`src/rtl/hmdp_pkg.sv`:
```
// Package for the HID mouse descriptor parser: item codes, usage codes,
// field widths and the result record type. No dependencies.
`timescale 1ns / 1ps
`default_nettype none

package hmdp_pkg;

   // Item field widths.
   localparam int KIND_W  = 2;
   localparam int TAG_W   = 4;
   localparam int NBYTE_W = 3;
   localparam int VALUE_W = 32;

   // Result field widths.
   localparam int BYTE_W   = 13;
   localparam int BITS_W   = 8;
   localparam int COUNT_W  = 8;
   localparam int AXBITS_W = 5;
   localparam int RLEN_W   = 14;

   localparam int OFFSET_WIDTH_DEF = 16;

   // Item types.
   localparam logic [KIND_W-1:0] KIND_MAIN   = 2'd0;
   localparam logic [KIND_W-1:0] KIND_GLOBAL = 2'd1;
   localparam logic [KIND_W-1:0] KIND_LOCAL  = 2'd2;

   // Main item tags.
   localparam logic [TAG_W-1:0] TAG_INPUT      = 4'd8;
   localparam logic [TAG_W-1:0] TAG_BEGIN_COLL = 4'd10;
   localparam logic [TAG_W-1:0] TAG_END_COLL   = 4'd12;
   // Global item tags.
   localparam logic [TAG_W-1:0] TAG_USAGE_PAGE   = 4'd0;
   localparam logic [TAG_W-1:0] TAG_REPORT_SIZE  = 4'd7;
   localparam logic [TAG_W-1:0] TAG_REPORT_ID    = 4'd8;
   localparam logic [TAG_W-1:0] TAG_REPORT_COUNT = 4'd9;
   // Local item tags.
   localparam logic [TAG_W-1:0] TAG_USAGE = 4'd0;

   // Data length codes.
   localparam logic [NBYTE_W-1:0] NBYTES_0 = 3'd0;
   localparam logic [NBYTE_W-1:0] NBYTES_1 = 3'd1;
   localparam logic [NBYTE_W-1:0] NBYTES_2 = 3'd2;

   // Pages and extended usages.
   localparam logic [15:0] PAGE_DESKTOP  = 16'h0001;
   localparam logic [15:0] PAGE_BUTTON   = 16'h0009;
   localparam logic [31:0] USAGE_POINTER = 32'h0001_0001;
   localparam logic [31:0] USAGE_MOUSE   = 32'h0001_0002;
   localparam logic [31:0] USAGE_X       = 32'h0001_0030;
   localparam logic [31:0] USAGE_Y       = 32'h0001_0031;
   localparam logic [31:0] USAGE_WHEEL   = 32'h0001_0038;

   localparam logic [7:0] SIZE_AXIS_8  = 8'd8;
   localparam logic [7:0] SIZE_AXIS_16 = 8'd16;
   localparam logic [7:0] COUNT_AXIS   = 8'd2;

   typedef struct packed {
      logic                status;
      logic [BYTE_W-1:0]   button_byte;
      logic [BITS_W-1:0]   button_bits;
      logic [COUNT_W-1:0]  button_count;
      logic [BYTE_W-1:0]   axis_byte;
      logic [AXBITS_W-1:0] axis_bits;
      logic                wheel_found;
      logic [BYTE_W-1:0]   wheel_byte;
      logic [BITS_W-1:0]   wheel_bits;
      logic [RLEN_W-1:0]   report_bytes;
      logic                report_id_declared;
   } hmdp_rsp_type;

endpackage

`default_nettype wire

```
`src/rtl/hmdp_req_if.sv`:
```
// Input channel of the HID mouse descriptor parser: one decoded short item.
// Depends on hmdp_pkg.
`timescale 1ns / 1ps
`default_nettype none

interface hmdp_req_if import hmdp_pkg::*; ();
   logic               valid;
   logic               ready;
   logic [KIND_W-1:0]  item_kind;
   logic [TAG_W-1:0]   item_tag;
   logic [NBYTE_W-1:0] data_bytes;
   logic [VALUE_W-1:0] item_value;
   logic               final_item;

   modport source (output valid, item_kind, item_tag, data_bytes, item_value, final_item,
                   input ready);
   modport sink   (input valid, item_kind, item_tag, data_bytes, item_value, final_item,
                   output ready);
endinterface

`default_nettype wire

```
`src/rtl/hmdp_rsp_if.sv`:
```
// Result channel of the HID mouse descriptor parser: one field layout item.
// Depends on hmdp_pkg.
`timescale 1ns / 1ps
`default_nettype none

interface hmdp_rsp_if import hmdp_pkg::*; ();
   logic                valid;
   logic                ready;
   logic                status;
   logic [BYTE_W-1:0]   button_byte;
   logic [BITS_W-1:0]   button_bits;
   logic [COUNT_W-1:0]  button_count;
   logic [BYTE_W-1:0]   axis_byte;
   logic [AXBITS_W-1:0] axis_bits;
   logic                wheel_found;
   logic [BYTE_W-1:0]   wheel_byte;
   logic [BITS_W-1:0]   wheel_bits;
   logic [RLEN_W-1:0]   report_bytes;
   logic                report_id_declared;

   modport source (output valid, status, button_byte, button_bits, button_count,
                   axis_byte, axis_bits, wheel_found, wheel_byte, wheel_bits,
                   report_bytes, report_id_declared,
                   input ready);
   modport sink   (input valid, status, button_byte, button_bits, button_count,
                   axis_byte, axis_bits, wheel_found, wheel_byte, wheel_bits,
                   report_bytes, report_id_declared,
                   output ready);
endinterface

`default_nettype wire

```
`src/rtl/hid_mouse_descriptor_parser_top.sv`:
```
// An item waits in the input register until the result register can take what it produces;
// a result it causes goes into the result register. Throughput: one item per cycle unless
// a waiting result stalls it; the whole parse step (one 8x8 multiply-add and compares) runs
// between the input register and the result register, which also acts as output buffer.
// Reset (synchronous, active high) empties both registers and returns all parser state to zero.
// Depends on hmdp_pkg, hmdp_req_if and hmdp_rsp_if.
`timescale 1ns / 1ps
`default_nettype none

module hid_mouse_descriptor_parser_top
   import hmdp_pkg::*;
#(
   parameter int OFFSET_WIDTH = OFFSET_WIDTH_DEF
) (
   input  wire        clock,
   input  wire        reset,
   hmdp_req_if.sink   req_if,
   hmdp_rsp_if.source rsp_if
);

   // The offset arithmetic is carried in a width that holds both the offset and the
   // 16-bit size times count product, plus one bit so that the saturation compare
   // and the round-up to bytes never wrap.
   localparam int SUM_W = ((OFFSET_WIDTH > 16) ? OFFSET_WIDTH : 16) + 1;
   localparam logic [SUM_W-1:0] OFF_MAX =
      {{(SUM_W - OFFSET_WIDTH){1'b0}}, {OFFSET_WIDTH{1'b1}}};

   // ------------------------------------------------------------------
   // Input register. It takes a new item whenever it is empty or its
   // current item moves into the parse step in the same cycle.
   // ------------------------------------------------------------------
   logic               in_valid_ff;
   logic [KIND_W-1:0]  kind_ff;
   logic [TAG_W-1:0]   tag_ff;
   logic [NBYTE_W-1:0] nbytes_ff;
   logic [VALUE_W-1:0] value_ff;
   logic               last_ff;

   logic rsp_valid_ff;
   logic advance;

   // The parse step fires when an item is present and the result register can take
   // whatever the item produces.
   assign advance      = in_valid_ff && (!rsp_valid_ff || rsp_if.ready);
   assign req_if.ready = !in_valid_ff || advance;

   always_ff @(posedge clock) begin
      if (reset) begin
         in_valid_ff <= 1'b0;
      end else if (req_if.ready) begin
         in_valid_ff <= req_if.valid;
      end
   end

   always_ff @(posedge clock) begin
      if (req_if.valid && req_if.ready) begin
         kind_ff   <= req_if.item_kind;
         tag_ff    <= req_if.item_tag;
         nbytes_ff <= req_if.data_bytes;
         value_ff  <= req_if.item_value;
         last_ff   <= req_if.final_item;
      end
   end

   // ------------------------------------------------------------------
   // Parser state.
   // ------------------------------------------------------------------
   logic [15:0]             page_ff,      page_in;
   logic [31:0]             usage_ff,     usage_in;
   logic [7:0]              size_ff,      size_in;
   logic [7:0]              count_ff,     count_in;
   logic [OFFSET_WIDTH-1:0] offset_ff,    offset_in;
   logic [7:0]              depth_ff,     depth_in;
   logic                    in_ptr_ff,    in_ptr_in;
   logic                    found_btn_ff, found_btn_in;
   logic                    found_ax_ff,  found_ax_in;
   logic                    found_wh_ff,  found_wh_in;
   logic                    id_seen_ff,   id_seen_in;
   logic                    finished_ff,  finished_in;
   logic [BYTE_W-1:0]       btn_byte_ff,  btn_byte_in;
   logic [BITS_W-1:0]       btn_bits_ff,  btn_bits_in;
   logic [COUNT_W-1:0]      btn_count_ff, btn_count_in;
   logic [BYTE_W-1:0]       ax_byte_ff,   ax_byte_in;
   logic [AXBITS_W-1:0]     ax_bits_ff,   ax_bits_in;
   logic [BYTE_W-1:0]       wh_byte_ff,   wh_byte_in;
   logic [BITS_W-1:0]       wh_bits_ff,   wh_bits_in;

   // ------------------------------------------------------------------
   // Parse step.
   // ------------------------------------------------------------------
   logic [VALUE_W-1:0] val;
   logic [7:0]         val_sat;
   logic [SUM_W-1:0]   off_ext;
   logic [15:0]        product;
   logic [SUM_W-1:0]   off_sum;
   logic [SUM_W-1:0]   off_adv;
   logic [BYTE_W-1:0]  byte_pos;
   logic [7:0]         depth_dec;
   logic               is_xy;
   logic               axis_size_ok;
   logic               close_hit;
   logic               emit_now;
   logic [SUM_W-1:0]   off_round;
   hmdp_rsp_type       result;

   // Only the declared data bytes of an item count; lengths other than 0, 1 and 2
   // keep all four bytes.
   always_comb begin
      unique case (nbytes_ff)
         NBYTES_0: val = '0;
         NBYTES_1: val = {24'd0, value_ff[7:0]};
         NBYTES_2: val = {16'd0, value_ff[15:0]};
         default:  val = value_ff;
      endcase
   end

   assign val_sat = (|val[31:8]) ? 8'hFF : val[7:0];

   // The running offset advances by size times count of each Input item and
   // sticks at its largest value.
   assign off_ext  = SUM_W'(offset_ff);
   assign product  = size_ff * count_ff;
   assign off_sum  = off_ext + SUM_W'(product);
   assign off_adv  = (off_sum > OFF_MAX) ? OFF_MAX : off_sum;
   assign byte_pos = off_ext[15:3];

   assign depth_dec    = (depth_ff == 8'd0) ? 8'd0 : depth_ff - 8'd1;
   assign is_xy        = (usage_ff == USAGE_X) || (usage_ff == USAGE_Y);
   assign axis_size_ok = ((size_ff == SIZE_AXIS_8) || (size_ff == SIZE_AXIS_16)) &&
                         (count_ff == COUNT_AXIS);

   always_comb begin
      page_in      = page_ff;
      usage_in     = usage_ff;
      size_in      = size_ff;
      count_in     = count_ff;
      offset_in    = offset_ff;
      depth_in     = depth_ff;
      in_ptr_in    = in_ptr_ff;
      found_btn_in = found_btn_ff;
      found_ax_in  = found_ax_ff;
      found_wh_in  = found_wh_ff;
      id_seen_in   = id_seen_ff;
      btn_byte_in  = btn_byte_ff;
      btn_bits_in  = btn_bits_ff;
      btn_count_in = btn_count_ff;
      ax_byte_in   = ax_byte_ff;
      ax_bits_in   = ax_bits_ff;
      wh_byte_in   = wh_byte_ff;
      wh_bits_in   = wh_bits_ff;
      close_hit    = 1'b0;

      // After a result from a closing mouse collection, every item up to the last
      // one is ignored.
      if (!finished_ff) begin
         unique case (kind_ff)
            KIND_GLOBAL: begin
               unique case (tag_ff)
                  TAG_USAGE_PAGE: begin
                     page_in = val[15:0];
                  end
                  TAG_REPORT_SIZE: begin
                     size_in = val_sat;
                  end
                  TAG_REPORT_COUNT: begin
                     count_in = val_sat;
                  end
                  TAG_REPORT_ID: begin
                     id_seen_in = 1'b1;
                  end
                  default: begin
                     // Other global items change nothing.
                  end
               endcase
            end
            KIND_LOCAL: begin
               if (tag_ff == TAG_USAGE) begin
                  usage_in = {page_ff, 16'd0} | val;
               end
            end
            KIND_MAIN: begin
               unique case (tag_ff)
                  TAG_BEGIN_COLL: begin
                     depth_in = (depth_ff == 8'hFF) ? depth_ff : depth_ff + 8'd1;
                     // Entering a mouse or pointer collection starts a fresh layout.
                     if (((usage_ff == USAGE_MOUSE) || (usage_ff == USAGE_POINTER)) &&
                         !in_ptr_ff) begin
                        in_ptr_in    = 1'b1;
                        found_btn_in = 1'b0;
                        found_ax_in  = 1'b0;
                        found_wh_in  = 1'b0;
                        offset_in    = '0;
                     end
                  end
                  TAG_END_COLL: begin
                     depth_in = depth_dec;
                     if (in_ptr_ff && (depth_dec == 8'd0)) begin
                        in_ptr_in = 1'b0;
                        close_hit = found_btn_ff && found_ax_ff;
                     end
                  end
                  TAG_INPUT: begin
                     if (in_ptr_ff) begin
                        if (page_ff == PAGE_BUTTON) begin
                           if (!found_btn_ff) begin
                              btn_byte_in  = byte_pos;
                              btn_bits_in  = size_ff;
                              btn_count_in = count_ff;
                              found_btn_in = 1'b1;
                           end
                        end else if (page_ff == PAGE_DESKTOP) begin
                           if (is_xy && !found_ax_ff && axis_size_ok) begin
                              ax_byte_in  = byte_pos;
                              ax_bits_in  = size_ff[AXBITS_W-1:0];
                              found_ax_in = 1'b1;
                           end else if ((usage_ff == USAGE_WHEEL) && !found_wh_ff) begin
                              wh_byte_in  = byte_pos;
                              wh_bits_in  = size_ff;
                              found_wh_in = 1'b1;
                           end
                        end
                     end
                     offset_in = off_adv[OFFSET_WIDTH-1:0];
                     usage_in  = '0;
                  end
                  default: begin
                     // Output, Feature and unknown main items change nothing.
                  end
               endcase
            end
            default: begin
               // Reserved item type: nothing changes.
            end
         endcase
      end
   end

   // A result leaves on a closing mouse collection with buttons and axes, or on the
   // last item of a descriptor that has not given one yet.
   assign emit_now    = !finished_ff && (close_hit || last_ff);
   assign finished_in = finished_ff || close_hit;

   // The result reflects the state after the item took effect.
   assign off_round = SUM_W'(offset_in) + SUM_W'(7);

   always_comb begin
      result = '0;
      if (found_btn_in && found_ax_in) begin
         result.status       = 1'b0;
         result.button_byte  = btn_byte_in;
         result.button_bits  = btn_bits_in;
         result.button_count = btn_count_in;
         result.axis_byte    = ax_byte_in;
         result.axis_bits    = ax_bits_in;
         if (found_wh_in) begin
            result.wheel_found = 1'b1;
            result.wheel_byte  = wh_byte_in;
            result.wheel_bits  = wh_bits_in;
         end
         result.report_bytes       = off_round[16:3];
         result.report_id_declared = id_seen_in;
      end else begin
         // Missing buttons or axes: every field but the status stays zero.
         result.status = 1'b1;
      end
   end

   // The last item of a descriptor returns all state to reset after it is handled.
   always_ff @(posedge clock) begin
      if (reset || (advance && last_ff)) begin
         page_ff      <= '0;
         usage_ff     <= '0;
         size_ff      <= '0;
         count_ff     <= '0;
         offset_ff    <= '0;
         depth_ff     <= '0;
         in_ptr_ff    <= 1'b0;
         found_btn_ff <= 1'b0;
         found_ax_ff  <= 1'b0;
         found_wh_ff  <= 1'b0;
         id_seen_ff   <= 1'b0;
         finished_ff  <= 1'b0;
         btn_byte_ff  <= '0;
         btn_bits_ff  <= '0;
         btn_count_ff <= '0;
         ax_byte_ff   <= '0;
         ax_bits_ff   <= '0;
         wh_byte_ff   <= '0;
         wh_bits_ff   <= '0;
      end else if (advance) begin
         page_ff      <= page_in;
         usage_ff     <= usage_in;
         size_ff      <= size_in;
         count_ff     <= count_in;
         offset_ff    <= offset_in;
         depth_ff     <= depth_in;
         in_ptr_ff    <= in_ptr_in;
         found_btn_ff <= found_btn_in;
         found_ax_ff  <= found_ax_in;
         found_wh_ff  <= found_wh_in;
         id_seen_ff   <= id_seen_in;
         finished_ff  <= finished_in;
         btn_byte_ff  <= btn_byte_in;
         btn_bits_ff  <= btn_bits_in;
         btn_count_ff <= btn_count_in;
         ax_byte_ff   <= ax_byte_in;
         ax_bits_ff   <= ax_bits_in;
         wh_byte_ff   <= wh_byte_in;
         wh_bits_ff   <= wh_bits_in;
      end
   end

   // ------------------------------------------------------------------
   // Result register. It holds a finished item until the sink takes it;
   // while it waits, the parse step stalls and the input register fills.
   // ------------------------------------------------------------------
   hmdp_rsp_type rsp_ff;

   always_ff @(posedge clock) begin
      if (reset) begin
         rsp_valid_ff <= 1'b0;
      end else if (advance && emit_now) begin
         rsp_valid_ff <= 1'b1;
      end else if (rsp_if.ready) begin
         rsp_valid_ff <= 1'b0;
      end
   end

   always_ff @(posedge clock) begin
      if (advance && emit_now) begin
         rsp_ff <= result;
      end
   end

   assign rsp_if.valid              = rsp_valid_ff;
   assign rsp_if.status             = rsp_ff.status;
   assign rsp_if.button_byte        = rsp_ff.button_byte;
   assign rsp_if.button_bits        = rsp_ff.button_bits;
   assign rsp_if.button_count       = rsp_ff.button_count;
   assign rsp_if.axis_byte          = rsp_ff.axis_byte;
   assign rsp_if.axis_bits          = rsp_ff.axis_bits;
   assign rsp_if.wheel_found        = rsp_ff.wheel_found;
   assign rsp_if.wheel_byte         = rsp_ff.wheel_byte;
   assign rsp_if.wheel_bits         = rsp_ff.wheel_bits;
   assign rsp_if.report_bytes       = rsp_ff.report_bytes;
   assign rsp_if.report_id_declared = rsp_ff.report_id_declared;

endmodule

`default_nettype wire

```
`src/flat_wrapper.sv`:
```
// flat-port wrapper written by rule: the top's interface ports become plain ports
module hid_mouse_descriptor_parser_top_flat import hmdp_pkg::*;
#(
   parameter int OFFSET_WIDTH = OFFSET_WIDTH_DEF
)
  (clock, reset, req_if_valid, req_if_item_kind, req_if_item_tag, req_if_data_bytes, req_if_item_value, req_if_final_item, req_if_ready, rsp_if_valid, rsp_if_status, rsp_if_button_byte, rsp_if_button_bits, rsp_if_button_count, rsp_if_axis_byte, rsp_if_axis_bits, rsp_if_wheel_found, rsp_if_wheel_byte, rsp_if_wheel_bits, rsp_if_report_bytes, rsp_if_report_id_declared, rsp_if_ready);
  hmdp_req_if req_if_i ();
  hmdp_rsp_if rsp_if_i ();
  input  wire clock;
  input  wire reset;
  input wire logic [$bits(req_if_i.valid)-1:0] req_if_valid;
  input wire logic [$bits(req_if_i.item_kind)-1:0] req_if_item_kind;
  input wire logic [$bits(req_if_i.item_tag)-1:0] req_if_item_tag;
  input wire logic [$bits(req_if_i.data_bytes)-1:0] req_if_data_bytes;
  input wire logic [$bits(req_if_i.item_value)-1:0] req_if_item_value;
  input wire logic [$bits(req_if_i.final_item)-1:0] req_if_final_item;
  output wire logic [$bits(req_if_i.ready)-1:0] req_if_ready;
  output wire logic [$bits(rsp_if_i.valid)-1:0] rsp_if_valid;
  output wire logic [$bits(rsp_if_i.status)-1:0] rsp_if_status;
  output wire logic [$bits(rsp_if_i.button_byte)-1:0] rsp_if_button_byte;
  output wire logic [$bits(rsp_if_i.button_bits)-1:0] rsp_if_button_bits;
  output wire logic [$bits(rsp_if_i.button_count)-1:0] rsp_if_button_count;
  output wire logic [$bits(rsp_if_i.axis_byte)-1:0] rsp_if_axis_byte;
  output wire logic [$bits(rsp_if_i.axis_bits)-1:0] rsp_if_axis_bits;
  output wire logic [$bits(rsp_if_i.wheel_found)-1:0] rsp_if_wheel_found;
  output wire logic [$bits(rsp_if_i.wheel_byte)-1:0] rsp_if_wheel_byte;
  output wire logic [$bits(rsp_if_i.wheel_bits)-1:0] rsp_if_wheel_bits;
  output wire logic [$bits(rsp_if_i.report_bytes)-1:0] rsp_if_report_bytes;
  output wire logic [$bits(rsp_if_i.report_id_declared)-1:0] rsp_if_report_id_declared;
  input wire logic [$bits(rsp_if_i.ready)-1:0] rsp_if_ready;
  assign req_if_i.valid = req_if_valid;
  assign req_if_i.item_kind = req_if_item_kind;
  assign req_if_i.item_tag = req_if_item_tag;
  assign req_if_i.data_bytes = req_if_data_bytes;
  assign req_if_i.item_value = req_if_item_value;
  assign req_if_i.final_item = req_if_final_item;
  assign req_if_ready = req_if_i.ready;
  assign rsp_if_valid = rsp_if_i.valid;
  assign rsp_if_status = rsp_if_i.status;
  assign rsp_if_button_byte = rsp_if_i.button_byte;
  assign rsp_if_button_bits = rsp_if_i.button_bits;
  assign rsp_if_button_count = rsp_if_i.button_count;
  assign rsp_if_axis_byte = rsp_if_i.axis_byte;
  assign rsp_if_axis_bits = rsp_if_i.axis_bits;
  assign rsp_if_wheel_found = rsp_if_i.wheel_found;
  assign rsp_if_wheel_byte = rsp_if_i.wheel_byte;
  assign rsp_if_wheel_bits = rsp_if_i.wheel_bits;
  assign rsp_if_report_bytes = rsp_if_i.report_bytes;
  assign rsp_if_report_id_declared = rsp_if_i.report_id_declared;
  assign rsp_if_i.ready = rsp_if_ready;
  hid_mouse_descriptor_parser_top #(.OFFSET_WIDTH(OFFSET_WIDTH)) u_core (.clock(clock), .reset(reset), .req_if(req_if_i), .rsp_if(rsp_if_i));
endmodule
```
`config.mk`:
```
export PLATFORM = sky130hd
export DESIGN_NAME = hid_mouse_descriptor_parser_top_flat
export DESIGN_NICKNAME = d
export VERILOG_FILES = /design/src/rtl/hmdp_pkg.sv /design/src/rtl/hmdp_req_if.sv /design/src/rtl/hmdp_rsp_if.sv /design/src/rtl/hid_mouse_descriptor_parser_top.sv /design/src/flat_wrapper.sv
export SDC_FILE = /design/constraint.sdc
export NUM_CORES = 1
export LEC_CHECK = 0
export ABC_AREA = 1
export BUFFER_PORTS_ARGS = -buffer_cell sky130_fd_sc_hd__buf_2
export CELL_PAD_IN_SITES_DETAIL_PLACEMENT = 1
export CELL_PAD_IN_SITES_GLOBAL_PLACEMENT = 2
export CORE_UTILIZATION = 40
export CTS_BUF_LIST = sky130_fd_sc_hd__clkbuf_2
export CTS_CLUSTER_SIZE = 24
export DETAILED_ROUTE_END_ITERATION = 12
export PLACE_DENSITY_LB_ADDON = 0.05
export SKIP_CTS_REPAIR_TIMING = 1
export SYNTH_ARGS = -nofsm -noshare
export SYNTH_HDL_FRONTEND = slang
export SYNTH_SLANG_ARGS = --single-unit
```
`constraint.sdc`:
```
create_clock -name clock -period 10.16 [get_ports clock]
set_input_delay 1.016 -clock clock [delete_from_list [all_inputs] [get_ports clock]]
set_output_delay 1.016 -clock clock [all_outputs]
set_load 0.02 [all_outputs]
```
==> results.md, run 1 <==
* Buffers and inverters on the worst path at 4
* Placement-stage worst setup slack at 4520 ps
* Proportion of power drawn by combinational gates at 9.0%
* Max stage delay on crit path at 760 ps
* Wire length of the first global-routing pass at 75600 um
* Sw Ratio at 30.0%
* Run status: finished clean
* GRT overflow at 0
* Vertical die dimension at 200 um
* CTS tree: built
* WL per Instance at 18.1 um
* FFs w/ async S/R, synth at 0%
* Vias per std cell at 4.99
* Antenna-violating nets left at 0
* Count of buffers from port buffering at 132
* Number of library cell types mapped by synthesis at 50
* Fin worst setup slack at 4530 ps
* Fraction of layout cells with a size suffix above 1 at 16.6%
* Final-layout setup total negative slack at 0 ps
* Netlist area before placement at 15700 um^2
* Horizontal die dimension at 200 um
* Number of I/O pins at 133
* Clock period minus worst slack at 5630 ps
* DRC violation total after the first TritonRoute iteration at 575
* Worst slew slack as a fraction of its limit at 19.9%
* Data arrival at the endpoint of the critical path at 6390 ps
* Int Power at 1.65 mW
* Share of the clock period used by the worst path at 55.4%
* Max-Cap Viols at 0
* Most frequent cells in the layout: sky130_fd_sc_hd__inv_1, sky130_fd_sc_hd__nand2_1, sky130_fd_sc_hd__nor2_1, sky130_fd_sc_hd__dfxtp_1, sky130_fd_sc_hd__buf_2
* Number of clock sinks at 291
* Final setup vio count at 0
* Overall via count from detail_route at 13100
* Slew at the pin with the worst max-slew slack at 1200 ps
* Leak pwr at 8.26 nW
* Number of rows in the core area at 72
* Clk root buf: sky130_fd_sc_hd__clkbuf_2
* Die ar. at 40000 um^2
* Clock edge transition at the registers on the reported setup and hold paths at 100 ps
* End of the worst register-to-register path: u_core.rsp_if.report_bytes[11]
* Placed wire-length estimate after detailed placement at 34000 um
* Area Growth Syn to Fin at 11.3%
* Sequential area share after synthesis at 45.3%
* Class of the most critical hold timing path: in -> reg
* Top FF cell, synth: sky130_fd_sc_hd__dfxtp_1
* Kind of launch point of the worst setup path: flip-flop
* Cells on worst reg2reg path at 25
* Unrepaired setup endpoints after global routing: no
* Setup slack of the most critical reg-to-reg path at 4530 ps
* Clock latency reported for the late side of the worst-skew pair at 1020 ps
* Mapped Cells at 1909
* Synthesized Nets at 2044
* Crit Path Max Fanout at 16
* Number of flops mapped to enable cells by yosys at 127
* Worst r2r src: u_core.size_ff[5]
* All-layer global routing usage at 24.9%
* Data required time of the critical path at 10920 ps
* Cts bufs inserted at 81
* Max Clk Rate at 0.178 GHz
* Antenna violations before repair at 4
* Crit Path Category: reg -> reg
* Most frequent cell on the critical path: sky130_fd_sc_hd__nand2_1
* Critical path depth at 25
* Cell family with the largest share of critical-path delay: adder cells
* GPL Wtd Cong at 0.913
* DRC violations left at 0
* Final count of pins violating max slew at 0
* Net switching power of the design at 0.706 mW
* Longest Clk Path Bufs at 3
* Starting density of the core at 40.6%
* Flip-flop and latch count after synthesis at 291
* Number of iterations in the first detailed-routing pass at 6
* Maximum number of pins on one net before global-route repair at 83
* Worst Skew at 96.7 ps
* Clock network fraction of total power at 36.7%
* Worst-case vdd ir drop at 0.105 mV
* Worst Setup EP: u_core.rsp_if.report_bytes[11]
* Syn avg cell area at 8.21 um^2
* H-tree depth at 3
* Vias in the first global route at 13500
* Timing startpoint of the critical path: u_core.size_ff[5]
* Most common cell after layout, fill and taps aside: sky130_fd_sc_hd__inv_1
* DRT Wirelength at 47500 um
* Layout Utilization at 45.2%
* Slowest CP cell: sky130_fd_sc_hd__dfxtp_1
* Number of warning messages in the yosys log at 0
* Power per unit of standard cell area at 135 nW/um^2
* Number of failing hold endpoints at the final stage at 0
* Core outline area at 38600 um^2
* Layout net count at 2179
* Part of the power in registers at 54.3%
* Endpoint class of the critical path: flip-flop
==> worst min-delay path by stage <==
stage                    startpoint                   end  slack [ps]  cells after the start
3_3_place_gp   u_core.ax_byte_ff[3]  u_core.ax_byte_ff[3]         440                      2
3_5_place_dp   u_core.ax_byte_ff[2]  u_core.ax_byte_ff[2]         450                      2
6_report       req_if_item_value[0]    u_core.value_ff[0]         170                      1
5_1_grt                       reset    u_core.in_valid_ff          40                      2
2_1_floorplan  u_core.ax_bits_ff[3]  u_core.ax_bits_ff[3]         430                      2
4_1_cts                       reset    u_core.in_valid_ff          30                      2
==> worst register-to-register path, delay by kind of cell, from the launching register on <==
kind | cells | cell delay [ps]
fa+ha+maj | 5 | 2380
simple gates | 16 | 2050
flops | 1 | 760
buf+inv | 4 | 190
==> sequential cells by signal, indices dropped and copies added (netlist names), 14 cells and up <==
name                        flops
u_core.offset_ff               16
u_core.page_ff                 16
u_core.rsp_if.report_bytes     14
u_core.usage_ff                32
u_core.value_ff                32
==> cell families (layout without fill, tap and decap cells) <==
| group | Yosys count | after routing | synth area share [%] |
|---|---|---|---|
| and+or+nand+nor | 701 | 701 | 19.4 |
| buffers and inverters | 448 | 649 | 11.2 |
| AOI/OAI and AO/OA | 359 | 359 | 13.4 |
| DFF | 291 | 291 | 45.3 |
| adders and majority gates | 89 | 89 | 9.54 |
| muxes | 11 | 11 | 0.702 |
| xor gates and xnor gates | 10 | 10 | 0.559 |
| other | 0 | 2 | 0 |
==> cell usage after synthesis, types with 6 or more instances <==
cell	n	area (um^2)
sky130_fd_sc_hd__buf_1	6	22.5
sky130_fd_sc_hd__o21ai_0	116	581
sky130_fd_sc_hd__o21ai_2	15	131
sky130_fd_sc_hd__o211ai_1	31	233
sky130_fd_sc_hd__a21oi_1	119	596
sky130_fd_sc_hd__dfxtp_1	164	3280
sky130_fd_sc_hd__nor2_2	7	43.8
sky130_fd_sc_hd__edfxtp_1	127	3810
sky130_fd_sc_hd__fa_1	51	1020
sky130_fd_sc_hd__a211oi_1	35	263
sky130_fd_sc_hd__buf_6	6	67.6
sky130_fd_sc_hd__ha_1	38	475
sky130_fd_sc_hd__nor2_1	251	942
sky130_fd_sc_hd__clkbuf_1	66	248
sky130_fd_sc_hd__o21ai_1	20	100
sky130_fd_sc_hd__and2_1	7	43.8
sky130_fd_sc_hd__nand3_1	38	190
sky130_fd_sc_hd__buf_2	16	80.1
sky130_fd_sc_hd__inv_1	348	1310
sky130_fd_sc_hd__nand2_1	323	1210
sky130_fd_sc_hd__a31oi_1	7	43.8
sky130_fd_sc_hd__mux2i_1	11	110
sky130_fd_sc_hd__xnor2_1	8	70.1
sky130_fd_sc_hd__nor4_1	9	56.3
sky130_fd_sc_hd__nand4_1	17	106
sky130_fd_sc_hd__nor3b_2	16	200
sky130_fd_sc_hd__nor3_1	14	70.1
==> cell type report <==
cell class | count | area [um^2]
repair buffers | 147 | 773
clock buffers | 125 | 626
well taps | 518 | 648
multi-input cells | 1170 | 6870
fillers | 4781 | 21200
flip-flops and latches | 291 | 7100
clock inverters | 24 | 111
inverters | 353 | 1330
diodes | 2 | 5.00
==> layer usage <==
layer  share of wire, %  global-route usage [%]  wire (um)
met5              0.017                       0          8
met4                2.3                    8.17       1110
met3                4.4                    4.42       2090
met2                 45                    39.5      21200
met1                 49                    34.2      23100
==> per-stage QoR <==
step | instance area (um^2) | hold WS (ps) | power, mW | instances
after detailed placement | 16700 | 449 | 1.52 | 2479
after CTS | 17500 | 31.4 | 2.40 | 2628
final | 17500 | 166 | 2.36 | 2630
after global placement | 16700 | 440 | 1.51 | 2479
after floorplan | 15700 | 430 | 1.44 | 1909
after global routing | 17500 | 44.7 | 2.49 | 2630
==> power by group through the flow <==
stage | combinational [mW] | clock, mW | sequential, mW
CTS | 0.215 | 0.906 | 1.28
floorplan | 0.128 | 0 | 1.31
global route | 0.240 | 0.964 | 1.28
finish | 0.212 | 0.864 | 1.28
detailed placement | 0.213 | 0 | 1.31
global placement | 0.208 | 0 | 1.30
(Power assumes the default switching activity.)
==> inputs of run 2 (changes only) <==
--- a/config.mk
+++ b/config.mk
@@ -5,11 +5,11 @@
 export SDC_FILE = /design/constraint.sdc
 export NUM_CORES = 1
 export LEC_CHECK = 0
-export ABC_AREA = 1
+export ABC_AREA = 0
 export BUFFER_PORTS_ARGS = -buffer_cell sky130_fd_sc_hd__buf_2
 export CELL_PAD_IN_SITES_DETAIL_PLACEMENT = 1
 export CELL_PAD_IN_SITES_GLOBAL_PLACEMENT = 2
-export CORE_UTILIZATION = 40
+export CORE_UTILIZATION = 39
 export CTS_BUF_LIST = sky130_fd_sc_hd__clkbuf_2
 export CTS_CLUSTER_SIZE = 24
 export DETAILED_ROUTE_END_ITERATION = 12
==> constraint.sdc (replaced) <==
create_clock -name clock -period 5.62 [get_ports clock]
set_input_delay 0.562 -clock clock [delete_from_list [all_inputs] [get_ports clock]]
set_output_delay 0.562 -clock clock [all_outputs]
set_load 0.02 [all_outputs]
==> results.md, run 2 <==
* Met2 GRT Util at 39.3% (-0.23 points)
* Most frequent cell on the critical path: sky130_fd_sc_hd__fa_1
* Final-layout fill cell count at 4459 (-6.7%)
* Final-layout setup total negative slack at 0 ps (unchanged)
* DRC violation total after the first TritonRoute iteration at 486 (-15%)
* Area Growth Syn to Fin at 17.0%
* Antenna-violating nets left at 0 (unchanged)
* Clk root buf: sky130_fd_sc_hd__clkbuf_2
* Vias per std cell at 5.14 (+2.9%)
* Top FF cell, synth: sky130_fd_sc_hd__dfxtp_1
* Slew at the pin with the worst max-slew slack at 973 ps (-224 ps)
* Clock network fraction of total power at 38.0% (+1.3 points)
* Mapped Cells at 1579 (-17%)
* Final setup vio count at 0 (unchanged)
* Worst path cell trace: nand2_1 -> fa_1 -> fa_1 -> inv_1 -> fa_1 -> inv_1 -> fa_1 -> inv_1 -> ha_1 -> a21o_1 -> a221oi_1 -> o21ai_0 -> xnor2_1 -> o31ai_1 -> a21o_1 -> nand4_4 -> mux2_4
* Fraction of layout cells with a size suffix above 1 at 19.8% (+3.3 points)
* Antenna violations before repair at 3 (-1)
* Slowest CP cell: sky130_fd_sc_hd__fa_1
* WHS at 60.7 ps (-105 ps)
* Sw Ratio at 28.1% (-1.9 points)
* Layer carrying the most global-route usage: met2
* Vertical die dimension at 198 um (-1.1%)
* Count of buffers from port buffering at 132 (unchanged)
* Crit Path Category: reg -> reg
* Int Power at 2.96 mW (+80%)
* H-tree depth at 3 (unchanged)
* Flip-flop and latch count after synthesis at 291 (unchanged)
* Overall via count from detail_route at 12100 (-7.5%)
* Cts bufs inserted at 80 (-1.2%)
* Max-Cap Viols at 0 (unchanged)
* All-layer global routing usage at 23.5% (-1.4 points)
* Unrepaired setup endpoints after global routing: no
* DRT Wirelength at 45800 um (-3.6%)
* Part of the power in registers at 55.5% (+1.2 points)
* Final count of pins violating max slew at 0 (unchanged)
* Netlist area before placement at 14900 um^2 (-4.7%)
* Class of the most critical hold timing path: in -> reg
* Clock edge transition at the registers on the reported setup and hold paths at 110 ps (about the same)
* Maximum number of pins on one net before global-route repair at 86 (+3.6%)
* Data arrival at the endpoint of the critical path at 6060 ps (-330 ps)
* Endpoint class of the critical path: flip-flop
* Largest registers in the final layout: u_core.usage_ff: 32 flops, u_core.value_ff: 32 flops
* Count leader, synth: sky130_fd_sc_hd__nand2_1
* Run status: finished clean
* Number of iterations in the first detailed-routing pass at 5 (-1)
* Kind of launch point of the worst setup path: flip-flop
* Number of library cell types mapped by synthesis at 74 (+48%)
* CTS tree: built
* Number of warning messages in the yosys log at 0 (unchanged)
* Clock period minus worst slack at 5370 ps (-267 ps)
* Post-Layout Inst Area at 17500 um^2 (+0.21%)
* Vias in the first global route at 12500 (-7.3%)
* Synthesized Nets at 1714 (-16%)
* GRT met3 Usage at 4.60% (+0.18 points)
* Fin worst setup slack at 254 ps (-4270 ps)
* Post-synth top cells: sky130_fd_sc_hd__nand2_1, sky130_fd_sc_hd__nor2_1, sky130_fd_sc_hd__dfxtp_1, sky130_fd_sc_hd__a21oi_1, sky130_fd_sc_hd__edfxtp_1
* Number of rows in the core area at 71 (-1.4%)
* Max stage delay on crit path at 560 ps (-200 ps)
* Number of failing hold endpoints at the final stage at 0 (unchanged)
* Wire length of the first global-routing pass at 70200 um (-7.2%)
* Top cells by area, synth: sky130_fd_sc_hd__edfxtp_1, sky130_fd_sc_hd__dfxtp_1, sky130_fd_sc_hd__fa_1, sky130_fd_sc_hd__nand2_1, sky130_fd_sc_hd__a21oi_1
* Data required time of the critical path at 6310 ps (-4610 ps)
* Top-area cell type share of the netlist area at 25.5% (+1.2 points)
* Most frequent cells in the layout: sky130_fd_sc_hd__nand2_1, sky130_fd_sc_hd__nor2_1, sky130_fd_sc_hd__dfxtp_1, sky130_fd_sc_hd__a21oi_1
* Met1 usage in global routing at 29.5% (-4.7 points)
* Power per unit of standard cell area at 236 nW/um^2 (+75%)
* Max Clk Rate at 0.186 GHz (+5.0%)
* Clock latency reported for the late side of the worst-skew pair at 1000 ps (-20 ps)
* DRC violations left at 0 (unchanged)
* Share of the clock period used by the worst path at 95.5% (+40 points)
* Syn avg cell area at 9.47 um^2 (+15%)
* Worst Skew at 104 ps (+6.83 ps)
* Post-DP Area at 16300 um^2 (-2.7%)
* Hold Path Cell Cnt at 3 (+2)
* FFs w/ async S/R, synth at 0% (unchanged)
* Number of I/O pins at 133 (unchanged)
* Layout net count at 1917 (-12%)
* Core outline area at 37700 um^2 (-2.5%)
* WL per Instance at 19.4 um (+7.3%)
* Longest Clk Path Bufs at 3 (unchanged)
* Horizontal die dimension at 198 um (-1.1%)
* Net switching power of the design at 1.16 mW (+64%)
* Starting density of the core at 39.7% (-0.89 points)
* GPL Wtd Cong at 0.864 (-5.4%)
* Worst-case vdd ir drop at 0.154 mV (+46%)
* GRT overflow at 0 (unchanged)
* Cells on worst reg2reg path at 17 (-32%)
* Number of clock sinks at 291 (unchanged)
* Most common cell after layout, fill and taps aside: sky130_fd_sc_hd__nand2_1
* Crit Path Max Fanout at 7 (-9)
* Number of flops mapped to enable cells by yosys at 127 (unchanged)
* Sequential area share after synthesis at 47.5% (+2.2 points)
* Die ar. at 39100 um^2 (-2.2%)
* Placed wire-length estimate after detailed placement at 32600 um (-4.2%)
* Proportion of power drawn by combinational gates at 6.5% (-2.5 points)
* Placement-stage worst setup slack at 112 ps (-4410 ps)
* Largest area contributor in the synthesized netlist: sky130_fd_sc_hd__edfxtp_1
* Leak pwr at 6.47 nW (-22%)
* Worst slew slack as a fraction of its limit at 35.2% (+15 points)
==> run 2: cell types whose count changed in the layout (fill, tap and decap cells not counted), sizes merged, moves of 28 or more <==
| cell | before | now |
|---|---|---|
| and2 | 7 | 46 |
| nor2 | 262 | 178 |
| a21oi | 124 | 156 |
| dlygate4sd3 | 0 | 45 |
| o21ai | 151 | 25 |
| o211ai | 31 | 3 |
| mux2i | 11 | 66 |
| nand2 | 327 | 223 |
| inv | 351 | 109 |
| buf | 147 | 188 |
==> run 2: cells by family after synthesis <==
group | Yosys count | share of synthesized area, %
AO/OA/AOI/OAI | 300 | 12.5
flip-flops | 291 | 47.5
adder cells (fa/ha/maj) | 89 | 10.0
multiplexers | 67 | 4.52
AND/OR/NAND/NOR | 597 | 18.7
XOR/XNOR | 17 | 0.996
buffers and inverters | 218 | 5.78
==> run 2: layout make-up <==
type | count | area, um^2 | share of cell area [%]
diodes | 4 | 10.0 | 0.0572
repair buffers | 233 | 1570 | 8.97
well taps | 511 | 639 | 3.65
clock inverters | 17 | 73.8 | 0.422
multi-input cells | 1070 | 7030 | 40.2
clock buffers | 132 | 661 | 3.78
inverters | 106 | 399 | 2.28
flip-flops and latches | 291 | 7110 | 40.6
==> run 2: per-stage QoR <==
step / total power [mW] / instances / utilization (%)
floorplan: 2.47 / 1579 / -
global placement: 2.57 / 2165 / 43.2
detailed placement: 2.58 / 2165 / 43.2
CTS: 4.17 / 2314 / 45.1
global route: 4.33 / 2364 / 46.4
finish: 4.12 / 2364 / 46.4
==> run 2: power by group through the flow <==
stage | registers [mW] | clock network (mW) | logic (mW)
finish | 2.29 | 1.57 | 0.267
global route | 2.29 | 1.75 | 0.290
detailed placement | 2.34 | 0 | 0.244
global placement | 2.33 | 0 | 0.241
CTS | 2.29 | 1.64 | 0.244
floorplan | 2.35 | 0 | 0.119
==> run 2: critical path, delay by kind of cell, from the launching register on <==
kind / cells / cell delay [ps]
AND/OR/NAND/NOR: 2 / 260
AO/OA/AOI/OAI: 5 / 1350
XOR/XNOR: 1 / 190
flip-flops: 1 / 500
multiplexers: 1 / 320
adder cells (fa/ha/maj): 5 / 2290
buffers and inverters: 3 / 150
==> run 2: final timing paths <==
check        slack, ps            startpoint                              to
max                250    u_core.count_ff[4]  u_core.rsp_if.report_bytes[12]
min                 60          rsp_if_ready              u_core.in_valid_ff
max reg2reg        250    u_core.count_ff[4]  u_core.rsp_if.report_bytes[12]
min reg2reg        460  u_core.ax_byte_ff[3]            u_core.ax_byte_ff[3]
==> run 2: layer usage <==
| layer | up-vias | share of wire, % |
|---|---|---|
| li1 | 5876 | - |
| met1 | 5907 | 44 |
| met2 | 275 | 48 |
| met3 | 84 | 4.1 |
| met4 | 2 | 3.2 |
| met5 | - | 0.028 |
